$ cat src/rtl/lamp_sound_sequence_controller_macros.svh
// Assertion macros for the lamp and sound sequence controller.
// Used by modules that have clk_i and rst_ni in scope; no other dependencies.
`ifndef LAMP_SOUND_SEQUENCE_CONTROLLER_MACROS_SVH
`define LAMP_SOUND_SEQUENCE_CONTROLLER_MACROS_SVH

`ifndef SYNTH
// Property checked on every clock edge outside reset.
`define LSSC_ASSERT(lbl, prop, msg) \
  lbl: assert property (@(posedge clk_i) disable iff (!rst_ni) prop) else $error(msg);
// Condition that must never be true outside reset.
`define LSSC_ASSERT_NEVER(lbl, cond, msg) \
  lbl: assert property (@(posedge clk_i) disable iff (!rst_ni) !(cond)) else $error(msg);
`else
`define LSSC_ASSERT(lbl, prop, msg)
`define LSSC_ASSERT_NEVER(lbl, cond, msg)
`endif

`endif

$ cat src/rtl/lssc_pkg.sv
// Shared types, constants and functions of the lamp and sound sequence controller.
// No dependencies.
package lssc_pkg;

  localparam int unsigned SWITCH_SAMPLES = 12;
  localparam int unsigned RADIO_SAMPLES  = 4;
  localparam logic [5:0]  FADE_STEPS     = 6'd63;

  localparam logic [9:0] LAMP_DELAY_RST = 10'd60;
  localparam logic [9:0] LAMP_DWELL_RST = 10'd24;
  localparam logic [3:0] MAX_CYCLES_RST = 4'd9;
  localparam logic [9:0] EOM_GUARD_RST  = 10'd40;

  typedef enum logic [2:0] {
    CFG_ACC_START_ENABLE = 3'd0,
    CFG_LAMP_DELAY       = 3'd1,
    CFG_LAMP_DWELL       = 3'd2,
    CFG_MAX_CYCLES       = 3'd3,
    CFG_EOM_GUARD        = 3'd4
  } cfg_idx_e;

  typedef enum logic [1:0] {
    VOICE_STOP = 2'd0,
    VOICE_PLAY = 2'd1,
    VOICE_REC  = 2'd2
  } voice_e;

  typedef struct packed {
    logic       acc_start_enable;
    logic [9:0] lamp_delay;
    logic [9:0] lamp_dwell;
    logic [3:0] max_cycles;
    logic [9:0] eom_guard;
  } cfg_t;

  typedef struct packed {
    logic operation;
    logic acc_level;
    logic radio_vt_level;
    logic radio_b_level;
    logic radio_a_level;
    logic stop_switch_level;
    logic play_switch_level;
    logic record_switch_level;
    logic eom_level;
    logic ovf_level;
  } in_item_t;

  // Debounced rising edges, and the held record level, seen on one sample beat.
  typedef struct packed {
    logic acc_rise;
    logic rb_rise;
    logic ra_rise;
    logic stop_rise;
    logic play_rise;
    logic rec_held;
  } events_t;

  typedef struct packed {
    logic        active;
    logic        amp;
    voice_e      voice;
    logic        rec;
    logic [5:0]  fade_step;
    logic [15:0] tick;
    logic [3:0]  cycle;
    logic [7:0]  duty;
  } seq_state_t;

  typedef struct packed {
    logic [7:0] duty;
    logic       amp;
    voice_e     voice;
    logic       active;
    logic       rec;
  } result_t;

  function automatic seq_state_t seq_stop(input seq_state_t s);
    seq_state_t r;
    r           = s;
    r.amp       = 1'b0;
    r.fade_step = '0;
    r.tick      = '0;
    r.duty      = '0;
    r.voice     = VOICE_STOP;
    r.rec       = 1'b0;
    r.active    = 1'b0;
    return r;
  endfunction

  function automatic seq_state_t seq_start(input seq_state_t s, input logic sound,
                                           input logic [9:0] on, input logic [9:0] delay);
    seq_state_t r;
    logic [9:0] lead;
    r    = s;
    lead = on - delay;
    if (sound) begin
      r.amp   = 1'b1;
      r.voice = VOICE_PLAY;
      r.rec   = 1'b0;
    end
    r.fade_step = '0;
    r.tick      = {6'd0, lead};
    r.cycle     = '0;
    r.duty      = '0;
    r.active    = 1'b1;
    return r;
  endfunction

  function automatic seq_state_t seq_toggle(input seq_state_t s, input logic sound,
                                            input logic [9:0] on, input logic [9:0] delay);
    seq_state_t r;
    if (s.active) r = seq_stop(s);
    else          r = seq_start(s, sound, on, delay);
    return r;
  endfunction

  // floor(255 * sin(0.05 * k)) for fade steps 1..62.
  function automatic logic [7:0] sine_duty(input logic [5:0] k);
    logic [7:0] d;
    case (k)
      6'd1:  d = 8'd12;  6'd2:  d = 8'd25;  6'd3:  d = 8'd38;  6'd4:  d = 8'd50;
      6'd5:  d = 8'd63;  6'd6:  d = 8'd75;  6'd7:  d = 8'd87;  6'd8:  d = 8'd99;
      6'd9:  d = 8'd110; 6'd10: d = 8'd122; 6'd11: d = 8'd133; 6'd12: d = 8'd143;
      6'd13: d = 8'd154; 6'd14: d = 8'd164; 6'd15: d = 8'd173; 6'd16: d = 8'd182;
      6'd17: d = 8'd191; 6'd18: d = 8'd199; 6'd19: d = 8'd207; 6'd20: d = 8'd214;
      6'd21: d = 8'd221; 6'd22: d = 8'd227; 6'd23: d = 8'd232; 6'd24: d = 8'd237;
      6'd25: d = 8'd241; 6'd26: d = 8'd245; 6'd27: d = 8'd248; 6'd28: d = 8'd251;
      6'd29: d = 8'd253; 6'd30: d = 8'd254; 6'd31: d = 8'd254; 6'd32: d = 8'd254;
      6'd33: d = 8'd254; 6'd34: d = 8'd252; 6'd35: d = 8'd250; 6'd36: d = 8'd248;
      6'd37: d = 8'd245; 6'd38: d = 8'd241; 6'd39: d = 8'd236; 6'd40: d = 8'd231;
      6'd41: d = 8'd226; 6'd42: d = 8'd220; 6'd43: d = 8'd213; 6'd44: d = 8'd206;
      6'd45: d = 8'd198; 6'd46: d = 8'd190; 6'd47: d = 8'd181; 6'd48: d = 8'd172;
      6'd49: d = 8'd162; 6'd50: d = 8'd152; 6'd51: d = 8'd142; 6'd52: d = 8'd131;
      6'd53: d = 8'd120; 6'd54: d = 8'd108; 6'd55: d = 8'd97;  6'd56: d = 8'd85;
      6'd57: d = 8'd73;  6'd58: d = 8'd61;  6'd59: d = 8'd48;  6'd60: d = 8'd35;
      6'd61: d = 8'd23;  6'd62: d = 8'd10;
      default: d = 8'd0;
    endcase
    return d;
  endfunction

endpackage

$ cat src/rtl/lssc_debounce.sv
// Input debouncer: sample histories, previous debounced levels and edge detection.
// Depends on lssc_pkg.
module lssc_debounce (
  input  logic              clk_i,
  input  logic              rst_ni,
  input  logic              step_i,
  input  lssc_pkg::in_item_t item_i,
  input  logic              acc_en_i,
  input  logic              clear_i,
  output lssc_pkg::events_t  events_o
);
  import lssc_pkg::*;

  localparam int unsigned PB_ACC  = 0;
  localparam int unsigned PB_RB   = 1;
  localparam int unsigned PB_RA   = 2;
  localparam int unsigned PB_STOP = 3;
  localparam int unsigned PB_PLAY = 4;

  logic [SWITCH_SAMPLES-1:0] acc_hist_q, acc_hist_d;
  logic [RADIO_SAMPLES-1:0]  rb_hist_q, rb_hist_d;
  logic [RADIO_SAMPLES-1:0]  ra_hist_q, ra_hist_d;
  logic [SWITCH_SAMPLES-1:0] stop_hist_q, stop_hist_d;
  logic [SWITCH_SAMPLES-1:0] play_hist_q, play_hist_d;
  logic [SWITCH_SAMPLES-1:0] rec_hist_q, rec_hist_d;
  logic [4:0]                prev_q, prev_d;

  logic [SWITCH_SAMPLES-1:0] acc_sh, stop_sh, play_sh, rec_sh;
  logic [RADIO_SAMPLES-1:0]  rb_sh, ra_sh;
  logic acc_now, rb_now, ra_now, stop_now, play_now, rec_now;
  logic sample;

  assign sample = step_i && item_i.operation;

  assign acc_sh  = {acc_hist_q[SWITCH_SAMPLES-2:0], item_i.acc_level};
  assign rb_sh   = {rb_hist_q[RADIO_SAMPLES-2:0], item_i.radio_b_level};
  assign ra_sh   = {ra_hist_q[RADIO_SAMPLES-2:0], item_i.radio_a_level};
  assign stop_sh = {stop_hist_q[SWITCH_SAMPLES-2:0], item_i.stop_switch_level};
  assign play_sh = {play_hist_q[SWITCH_SAMPLES-2:0], item_i.play_switch_level};
  assign rec_sh  = {rec_hist_q[SWITCH_SAMPLES-2:0], item_i.record_switch_level};

  // Accessory and radio lines are active high; switches pull low when pressed.
  assign acc_now  = &acc_sh;
  assign rb_now   = &rb_sh;
  assign ra_now   = &ra_sh;
  assign stop_now = ~|stop_sh;
  assign play_now = ~|play_sh;
  assign rec_now  = ~|rec_sh;

  always_comb begin
    events_o.acc_rise  = acc_en_i && acc_now && !prev_q[PB_ACC];
    events_o.rb_rise   = rb_now && !prev_q[PB_RB];
    events_o.ra_rise   = ra_now && !prev_q[PB_RA];
    events_o.stop_rise = stop_now && !prev_q[PB_STOP];
    events_o.play_rise = play_now && !prev_q[PB_PLAY];
    events_o.rec_held  = rec_now;
  end

  always_comb begin
    acc_hist_d  = acc_hist_q;
    rb_hist_d   = rb_hist_q;
    ra_hist_d   = ra_hist_q;
    stop_hist_d = stop_hist_q;
    play_hist_d = play_hist_q;
    rec_hist_d  = rec_hist_q;
    prev_d      = prev_q;
    if (sample) begin
      // The accessory history only runs while accessory start is enabled.
      if (acc_en_i) begin
        acc_hist_d     = acc_sh;
        prev_d[PB_ACC] = acc_now;
      end
      rb_hist_d       = rb_sh;
      ra_hist_d       = ra_sh;
      stop_hist_d     = stop_sh;
      play_hist_d     = play_sh;
      rec_hist_d      = rec_sh;
      prev_d[PB_RB]   = rb_now;
      prev_d[PB_RA]   = ra_now;
      prev_d[PB_STOP] = stop_now;
      prev_d[PB_PLAY] = play_now;
    end
    if (clear_i) begin
      acc_hist_d  = '0;
      rb_hist_d   = '0;
      ra_hist_d   = '0;
      stop_hist_d = '0;
      play_hist_d = '0;
      rec_hist_d  = '0;
      prev_d      = '0;
    end
  end

  always_ff @(posedge clk_i or negedge rst_ni) begin
    if (!rst_ni) begin
      acc_hist_q  <= '0;
      rb_hist_q   <= '0;
      ra_hist_q   <= '0;
      stop_hist_q <= '0;
      play_hist_q <= '0;
      rec_hist_q  <= '0;
      prev_q      <= '0;
    end else begin
      acc_hist_q  <= acc_hist_d;
      rb_hist_q   <= rb_hist_d;
      ra_hist_q   <= ra_hist_d;
      stop_hist_q <= stop_hist_d;
      play_hist_q <= play_hist_d;
      rec_hist_q  <= rec_hist_d;
      prev_q      <= prev_d;
    end
  end

endmodule

$ cat src/rtl/lssc_seq.sv
// Sequence state: lamp fade timing, amplifier, voice mode and record LED.
// Depends on lssc_pkg and the assertion macro header.
module lssc_seq (
  input  logic              clk_i,
  input  logic              rst_ni,
  input  logic              step_i,
  input  lssc_pkg::in_item_t item_i,
  input  lssc_pkg::cfg_t     cfg_i,
  input  lssc_pkg::events_t  events_i,
  output logic              clear_o,
  output lssc_pkg::result_t  result_o
);
  import lssc_pkg::*;
  `include "lamp_sound_sequence_controller_macros.svh"

  seq_state_t state_q, state_d;
  logic [9:0] on;
  logic [5:0] step_n;

  assign on = (cfg_i.lamp_delay > cfg_i.lamp_dwell) ? cfg_i.lamp_delay : cfg_i.lamp_dwell;

  always_comb begin
    state_d = state_q;
    clear_o = 1'b0;
    step_n  = state_q.fade_step + 6'd1;
    if (step_i) begin
      if (!item_i.operation) begin
        if (state_d.active) begin
          state_d.tick = state_d.tick + 16'd1;
          if (state_d.tick >= {6'd0, on}) begin
            if (step_n >= FADE_STEPS) begin
              state_d.fade_step = '0;
              state_d.duty      = '0;
              state_d.tick      = {6'd0, on - cfg_i.lamp_dwell};
              state_d.cycle     = state_d.cycle + 4'd1;
              if (state_d.cycle >= cfg_i.max_cycles) state_d = seq_stop(state_d);
            end else begin
              state_d.fade_step = step_n;
              state_d.duty      = sine_duty(step_n);
            end
          end
        end
      end else begin
        if (events_i.acc_rise && !state_d.active) begin
          state_d = seq_start(state_d, 1'b1, on, cfg_i.lamp_delay);
        end
        if (events_i.rb_rise) state_d = seq_toggle(state_d, 1'b1, on, cfg_i.lamp_delay);
        if (events_i.ra_rise) state_d = seq_toggle(state_d, 1'b0, on, cfg_i.lamp_delay);
        if (events_i.stop_rise) state_d = seq_stop(state_d);
        if (events_i.play_rise) begin
          // Play pressed while record is held arms the voice chip for recording.
          if (events_i.rec_held) begin
            state_d.voice = VOICE_REC;
            state_d.rec   = 1'b1;
          end else begin
            state_d = seq_toggle(state_d, 1'b1, on, cfg_i.lamp_delay);
          end
        end
        if ((!item_i.eom_level || !item_i.ovf_level) && state_d.voice != VOICE_STOP &&
            state_d.tick > {6'd0, cfg_i.eom_guard}) begin
          state_d = seq_stop(state_d);
        end
      end
      if (!state_d.active && !item_i.acc_level && !item_i.radio_vt_level) begin
        state_d = seq_stop(state_d);
        clear_o = 1'b1;
      end
    end
  end

  always_comb begin
    result_o.duty   = state_d.duty;
    result_o.amp    = state_d.amp;
    result_o.voice  = state_d.voice;
    result_o.active = state_d.active;
    result_o.rec    = state_d.rec;
  end

  always_ff @(posedge clk_i or negedge rst_ni) begin
    if (!rst_ni) begin
      state_q <= '0;
    end else begin
      state_q <= state_d;
    end
  end

  `LSSC_ASSERT(a_duty_only_active, (state_q.duty != 8'd0) |-> state_q.active, "lamp lit while idle")
  `LSSC_ASSERT(a_rec_led_mode, state_q.rec |-> (state_q.voice == VOICE_REC), "record LED without record mode")
  `LSSC_ASSERT(a_idle_cleared, !state_q.active |-> (state_q.tick == 16'd0 && state_q.fade_step == 6'd0), "idle with timing state left")
  `LSSC_ASSERT_NEVER(a_fade_range, state_q.fade_step >= FADE_STEPS, "fade step out of range")

endmodule

$ cat src/rtl/lamp_sound_sequence_controller.sv
// Lamp and sound sequence controller, top level.
// A beat waits in the input register while the output stalls; then its result is registered.
// Throughput: one beat per cycle without output stalls; the input register refills while the
// result register drains. The single-pass sequence logic between them sets that figure.
// Async reset (rst_ni low) loads register defaults and clears all state but in_q and res_q.
// Depends on lssc_pkg, lssc_debounce, lssc_seq and the assertion macro header.
module lamp_sound_sequence_controller (
  input  logic       clk_i,
  input  logic       rst_ni,
  input  logic       in_valid_i,
  output logic       in_ready_o,
  input  logic       operation_i,
  input  logic       acc_level_i,
  input  logic       radio_vt_level_i,
  input  logic       radio_b_level_i,
  input  logic       radio_a_level_i,
  input  logic       stop_switch_level_i,
  input  logic       play_switch_level_i,
  input  logic       record_switch_level_i,
  input  logic       eom_level_i,
  input  logic       ovf_level_i,
  output logic       out_valid_o,
  input  logic       out_ready_i,
  output logic [7:0] lamp_duty_o,
  output logic       amp_on_o,
  output logic [1:0] voice_mode_o,
  output logic       sequence_active_o,
  output logic       record_led_o,
  input  logic       cfg_we_i,
  input  logic [2:0] cfg_idx_i,
  input  logic [9:0] cfg_data_i
);
  import lssc_pkg::*;
  `include "lamp_sound_sequence_controller_macros.svh"

  cfg_t     cfg_q;
  in_item_t in_q;
  logic     in_vld_q;
  logic     out_vld_q;
  result_t  res_q;
  result_t  res_d;
  events_t  events;
  logic     advance;
  logic     clear;

  assign advance    = in_vld_q && (!out_vld_q || out_ready_i);
  assign in_ready_o = !in_vld_q || advance;

  always_ff @(posedge clk_i or negedge rst_ni) begin
    if (!rst_ni) begin
      cfg_q.acc_start_enable <= 1'b0;
      cfg_q.lamp_delay       <= LAMP_DELAY_RST;
      cfg_q.lamp_dwell       <= LAMP_DWELL_RST;
      cfg_q.max_cycles       <= MAX_CYCLES_RST;
      cfg_q.eom_guard        <= EOM_GUARD_RST;
    end else if (cfg_we_i) begin
      unique case (cfg_idx_e'(cfg_idx_i))
        CFG_ACC_START_ENABLE: cfg_q.acc_start_enable <= cfg_data_i[0];
        CFG_LAMP_DELAY:       cfg_q.lamp_delay       <= cfg_data_i;
        CFG_LAMP_DWELL:       cfg_q.lamp_dwell       <= cfg_data_i;
        CFG_MAX_CYCLES:       cfg_q.max_cycles       <= cfg_data_i[3:0];
        CFG_EOM_GUARD:        cfg_q.eom_guard        <= cfg_data_i;
        default: ;
      endcase
    end
  end

  always_ff @(posedge clk_i or negedge rst_ni) begin
    if (!rst_ni) begin
      in_vld_q <= 1'b0;
    end else if (in_ready_o) begin
      in_vld_q <= in_valid_i;
    end
  end

  always_ff @(posedge clk_i) begin
    if (in_valid_i && in_ready_o) begin
      in_q.operation           <= operation_i;
      in_q.acc_level           <= acc_level_i;
      in_q.radio_vt_level      <= radio_vt_level_i;
      in_q.radio_b_level       <= radio_b_level_i;
      in_q.radio_a_level       <= radio_a_level_i;
      in_q.stop_switch_level   <= stop_switch_level_i;
      in_q.play_switch_level   <= play_switch_level_i;
      in_q.record_switch_level <= record_switch_level_i;
      in_q.eom_level           <= eom_level_i;
      in_q.ovf_level           <= ovf_level_i;
    end
  end

  lssc_debounce u_debounce (
    .clk_i    (clk_i),
    .rst_ni   (rst_ni),
    .step_i   (advance),
    .item_i   (in_q),
    .acc_en_i (cfg_q.acc_start_enable),
    .clear_i  (clear),
    .events_o (events)
  );

  lssc_seq u_seq (
    .clk_i    (clk_i),
    .rst_ni   (rst_ni),
    .step_i   (advance),
    .item_i   (in_q),
    .cfg_i    (cfg_q),
    .events_i (events),
    .clear_o  (clear),
    .result_o (res_d)
  );

  always_ff @(posedge clk_i or negedge rst_ni) begin
    if (!rst_ni) begin
      out_vld_q <= 1'b0;
    end else if (advance) begin
      out_vld_q <= 1'b1;
    end else if (out_ready_i) begin
      out_vld_q <= 1'b0;
    end
  end

  always_ff @(posedge clk_i) begin
    if (advance) begin
      res_q <= res_d;
    end
  end

  assign out_valid_o       = out_vld_q;
  assign lamp_duty_o       = res_q.duty;
  assign amp_on_o          = res_q.amp;
  assign voice_mode_o      = res_q.voice;
  assign sequence_active_o = res_q.active;
  assign record_led_o      = res_q.rec;

  `LSSC_ASSERT(a_result_follows, advance |=> out_vld_q, "processed beat produced no result")
  `LSSC_ASSERT(a_input_held, (in_vld_q && !advance) |=> (in_vld_q && $stable(in_q)), "waiting beat lost")
  `LSSC_ASSERT_NEVER(a_clear_idle, clear && res_d.active, "input clear while sequence runs")

endmodule
$ cat config.mk
export PLATFORM = sky130hd
export DESIGN_NAME = lamp_sound_sequence_controller
export DESIGN_NICKNAME = d
export VERILOG_FILES = /design/src/rtl/lssc_pkg.sv /design/src/rtl/lssc_debounce.sv /design/src/rtl/lssc_seq.sv /design/src/rtl/lamp_sound_sequence_controller.sv
export VERILOG_INCLUDE_DIRS = /design/src /design/src/rtl
export SDC_FILE = /design/constraint.sdc
export NUM_CORES = 1
export LEC_CHECK = 0
export BUFFER_PORTS_ARGS = -buffer_cell sky130_fd_sc_hd__buf_2
export CAP_MARGIN = 20
export CORE_ASPECT_RATIO = 0.8
export CORE_MARGIN = 2
export CORE_UTILIZATION = 45
export CTS_CLUSTER_SIZE = 30
export DETAILED_ROUTE_END_ITERATION = 7
export PLACE_DENSITY = 0.66
export REMOVE_ABC_BUFFERS = 1
export SETUP_SLACK_MARGIN = 0.2
export SYNTH_ARGS = -nofsm -noshare
export SYNTH_HDL_FRONTEND = slang
export SYNTH_SLANG_ARGS = --single-unit
$ cat constraint.sdc
create_clock -name clk_i -period 6.5 [get_ports clk_i]
set_input_delay 1.3 -clock clk_i [delete_from_list [all_inputs] [get_ports clk_i]]
set_output_delay 1.3 -clock clk_i [all_outputs]
set_load 0.02 [all_outputs]
# Word level (Yosys, flattened, before mapping)
# Memory sizes are Yosys's and may differ from the RTL's.
# Index checks and enable logic that the tools add are counted.
# word_totals
romBits,512
reg_bits,154
mem_count,1
wordCells,158
# mem_list
memory,depth,width,rd,rd_ports_with_merged_regs,wr,line,rtl
(no name shown),64,8,1,0,0,lssc_pkg.sv:121,case (k)
# classes
addsub,5
order_cmp,5
reduce_logical,51
muxes,52
n_eq_ne,6
# ops
op,n
$mux W39,24
$mux W11,9
$reduce_or A12 Y1,3
$mux W34,1
$mux W20,1
$sub A10 B10 Y10,2
$add A16 B1 Y16 const B,1
$ge A16 B10 Y1,1
$gt A16 B10 Y1,1
$logic_not A1 Y1,15
$mux W3,5
$mux W5,3
$logic_and A1 B1 Y1,14
$reduce_and A2 Y1,7
$reduce_and A12 Y1,1
$gt A10 B10 Y1,1
$mux W10,1
$mux W8,1
$ne A4 B2 Y1 const B,2
$reduce_and A4 Y1,2
$reduce_bool A2 Y1,4
$add A6 B1 Y6 const B,1
$eq A3 B2 Y1 const B,2
$ge A6 B6 Y1 const B,1
other kinds (10),16

# Logic depth before layout (Yosys ltp)
# logic_depth
word_depth,34
ltp_mapped,29
mapped_depth_nobuf,27

# Modules after synthesis
# From an unflattened synthesis, not the netlist that was laid out.
# hier_totals
cells_unflattened,987
hier_area_um2,9938.3
# modules_own_cells
mod,cells_each,n_inst,area_each_um2
lssc_seq,724,1,5561.6
lamp_sound_sequence_controller,109,1,2263.4
lssc_debounce,154,1,2113.3

# Worst setup path before layout
# No wires, ideal clock.
# synth_timing
path_type,register to register
start,reg cfg_q[18] in the netlist's numbering
end,"reg res_q (netlist bit lamp_duty_o[0]), data pin"
n_path_buf,2
arrival_time_ps,5471
setup_slack_ps,871
setup_time_ps,158
stages_incl_launch_ff,28
t_required_ps,6342
cell_sequence,dfstp_2 inv_1 ha_1 nand2_1 nor3_1 a221oi_1 a32oi_1 clkbuf_1 mux2i_1 ha_1 inv_1 fa_1 a211oi_1 o21bai_1 o41ai_1 xnor2_1 o2bb2ai_1 o2bb2ai_1 ha_1 nand4_1 a31oi_1 o311ai_0 nand3_1 a21boi_1 nand2_1 a21oi_2 buf_4 o2bb2ai_1
# synth_rtl
element,line,rtl
"start, declared",lamp_sound_sequence_controller.sv:36,cfg_t cfg_q;
"end signal, assigned",lamp_sound_sequence_controller.sv:124,res_q <= res_d;
"end, declared",lamp_sound_sequence_controller.sv:40,result_t res_q;

# Worst setup path after layout
# layout_timing
start,reg cfg_q[17] in the netlist's numbering
end,reg u_seq.state_q[16] in the netlist's numbering
# layout_between
elab_chain_len,27
# layout_rtl
element,line,rtl
$gt A10 B10 Y1,lssc_seq.sv:20,assign on = (cfg_i.lamp_delay > cfg_i.lamp_dwell) ? cfg_i.lamp_delay : cfg_i.lamp_dwell;
$mux W10,lssc_seq.sv:20,
$sub A10 B10 Y10,lssc_pkg.sv:96,lead = on - delay;
$mux W39,lssc_seq.sv:44,if (events_i.acc_rise && !state_d.active) begin
$mux W39,lssc_seq.sv:27,if (!item_i.operation) begin
$mux W39,lssc_seq.sv:26,if (step_i) begin
$mux W39,lssc_seq.sv:47,"if (events_i.rb_rise) state_d = seq_toggle(state_d, 1'b1, on, cfg_i.lamp_delay);"
$mux W39,lssc_seq.sv:27,
(+10 left out),n/a,
$logic_and A1 B1 Y1,lssc_seq.sv:59,if ((!item_i.eom_level || !item_i.ovf_level) && state_d.voice != VOICE_STOP &&
$mux W39,lssc_seq.sv:59,
$mux W39 (*),lssc_seq.sv:27,
$mux W39 (*),lssc_seq.sv:26,
$logic_not A1 Y1,lssc_seq.sv:64,if (!state_d.active && !item_i.acc_level && !item_i.radio_vt_level) begin
$logic_and A1 B1 Y1 (2 in a row),lssc_seq.sv:64,
$ne A4 B2 Y1 (no line),n/a,
$reduce_and A2 Y1 (no line),n/a,
"end signal, assigned",lssc_seq.sv:83,state_q <= state_d;
"end, declared",lssc_seq.sv:16,"seq_state_t state_q, state_d;"
# Every way passes the cells marked *; elsewhere a longest branch is shown, timed or not. The select of a mux whose other input is x is not followed.
# A chain may end at the register's enable or synchronous reset.

==> qor.yml <==
ys_warn_count: 0
fin_skew_ps: 23.92
drtIter0Drc: 712
grt_max_degree: 72
io_pins: 43
avgSynthCellArea_um2: 8.706
synthCells: 1137
io_buffers: 42
power_density_nw_per_um2: 378.0
syn2layout_area_growth_pct: 12.94
max_freq_mhz: 164.2
leakage_uw: 0.004837
place.gp.congestion: 0.9490
ctsHtreeMaxLevel: 4
synth_area_um2: 9898
synth_top_area_cell: "dfrtp_1"
drv_cap: 0
relSlewSlack_pct: 37.54
nets: 1263
setup_tns_ps: 0
die-area_um2: 23210
antenna_found_initial: 0
cpPeakStageDelay_ps: 520
crit_end: "u_seq.state_q[16]"
arrival_ps: 6460
path_max_fanout: 6
die_h_um: 136.7
post-route-min-period_ps: 6089
avgRoutedWirePerCell_um: 17.43
vias: 8560
fp.dieW_um: 169.8
cp-startpoint: "cfg_q[17]"
fin_ws_ps: 411.0
cts_sinks: 154
cts_buffers: 17
hold_path.class: "flop to flop"
holdWs_ps: 487.8
coreArea_um2: 21560
cp.depth: 29
clockBufferDepth: 2
reg2reg_from: "cfg_q[17]"
slew_violations: 0
finalCritPeriodShare_pct: 93.68
routed_wl_mm: 25.34
finalSetupViolations: 0
crit_path_end_kind: "flop"
cp_num_buf_inv: 4
postSynth.asyncResetShare_pct: 85.06
synth_common_cells: "nand2_1, dfrtp_1, a21oi_1, nor2_1"
grt_pass1_vias: 7952
grt_pass1_wl_mm: 42.07
vdd_ir_drop_max_v: 0.0002210
crit_type: "flop to flop"
regToRegSetupSlack_ps: 410
place_ws_ps: 242.7
multi_input_area_um2: 5579
hold_depth: 1
critPathTopFamily: "compound AO/OA/AOI/OAI gates"
cts_root_buffer: "clkbuf_16"
ys.flop_type: "dfrtp_1"
synth_edf_count: 23
seq_area_frac_synth_pct: 40.22
ant_nets: 0
seq_area_um2: 3981
hold_viol_final: 0
drt-pass1-iter-count: 5
drive_gt1_share_pct: 13.15
grt_usage_pct: 22.81
tritoncts: "built"
worst_pin_slew_ps: 936.8
overflow: 0
critPathSlowestCell: "dfstp_2"
place_area_um2: 10370
fp-row-count: 48
viasPerCell: 5.887
hpwl_mm: 18.04
drcViolationCount: 0
fillerInstances: 1991
startpoint_type: "flop"
clk_latency_ps: 440
final_area_um2: 11180
insertedDiodeCount: 0
synthMostInstantiatedCell: "nand2_1"
rr_endpoint: "u_seq.state_q[16]"
rr_worst_depth: 29
outcome: "complete, no violations"
cts_hold_buf: 0
ys_seq_elements: 154
synth_cell_types: 85
ys_top_cells_by_area: "dfrtp_1, ha_1, nand2_1, edfxtp_1, a21oi_1"
rsz0062_at_grt: "false"
synth_top_cell_area_share_pct: 30.59
cp.required_ps: 6870
initial_utilization_pct: 45.91
clk_pin_slew_worst_paths_ps: 80
[cell families after synthesis]
family | after synthesis | share of synthesized area [%]
fa+ha+maj | 69 | 8.874
flops | 154 | 40.22
buf+inv | 117 | 4.664
xor+xnor | 34 | 3.148
simple gates | 429 | 20.59
compound gates | 320 | 20.98
mux | 14 | 1.517
[worst min-delay path by stage]
stage / start / endpoint
5_1_grt: u_seq.state_q[3] / u_seq.state_q[3]
3_5_place_dp: u_seq.state_q[2] / u_seq.state_q[2]
6_report: u_seq.state_q[2] / u_seq.state_q[2]
3_3_place_gp: u_seq.state_q[2] / u_seq.state_q[2]
4_1_cts: u_seq.state_q[2] / u_seq.state_q[2]
2_1_floorplan: u_seq.state_q[2] / u_seq.state_q[2]
[worst reg2reg max path: cells and delay by family, from the launching register on]
family / cells / cell delay, ps
DFF: 1 / 520
xor gates and xnor gates: 1 / 250
buffers and inverters: 4 / 630
adders and majority gates: 3 / 880
and+or+nand+nor: 8 / 1280
AOI/OAI and AO/OA: 13 / 2460
[registers in the layout, summed over array words and instances (netlist names), 2 cells and up, named ones only]
register / cells
voice_mode_o: 2
lamp_duty_o: 8
in_q: 10
u_debounce.ra_hist_q: 3
u_debounce.rec_hist_q: 11
u_debounce.play_hist_q: 11
u_seq.state_q: 35
u_debounce.acc_hist_q: 11
cfg_q: 35
u_debounce.prev_q: 5
u_debounce.rb_hist_q: 3
u_debounce.stop_hist_q: 11
[per-layer routing]
layer	part of all wire [%]	vias up	routed length (um)	global-route usage, %
met1	50	4084	12670	35.15
met3	7.2	27	1832	4.800
met5	0	-	0	0
met4	0.96	0	243	5.745
met2	42	287	10600	32.36
li1	-	4162	-	-
[area by class of cell]
type / instances / share of cell area [%]
Multi-Input combinational cell: 866 / 49.90
Sequential cell: 154 / 35.61
Clock buffer: 17 / 3.805
Timing Repair Buffer: 66 / 3.615
Tap cell: 275 / 3.078
Inverter: 61 / 2.048
Clock inverter: 15 / 1.936
[power breakdown]
group | switching, uW | total [uW] | internal, uW
registers | 166 | 1310 | 1150
clock network | 500 | 1040 | 536
logic | 1100 | 1880 | 775
[cell usage in the layout, fill, tap and decap left out, types with 10 or more instances in the layout]
cell / Yosys / routed
a21oi_1: 109 / 109
and3_1: 10 / 10
dfstp_2: 10 / 10
nor4_1: 17 / 14
buf_4: 1 / 22
o2bb2ai_1: 14 / 14
nand2_1: 195 / 195
inv_1: 59 / 59
nor2b_1: 11 / 11
edfxtp_1: 23 / 23
a21o_1: 19 / 19
nand4_1: 18 / 18
nor2_1: 72 / 72
ha_1: 67 / 67
nand2b_1: 10 / 10
nor3_1: 20 / 17
buf_2: 9 / 41
a31oi_1: 10 / 10
clkbuf_16: 0 / 17
dfrtp_1: 121 / 121
o21ai_0: 67 / 66
nand3_1: 32 / 31
xnor2_1: 26 / 25
[repair_timing]
action,CTS,global route
endpoints found under the setup margin,7,103
gates resized for setup,2,22
pin swaps,0,9
buffers inserted,0,7
cloned,0,0
[metrics by stage]
stage          util [%]  total power (uW)  instances
2_1_floorplan         -              2555       1081
3_3_place_gp      48.09              3030       1415
3_5_place_dp      48.09              3046       1415
4_1_cts           51.11              4110       1447
5_1_grt           51.85              4509       1454
6_report          51.85              4225       1454
Note: power is estimated with default switching activity, not from simulation.
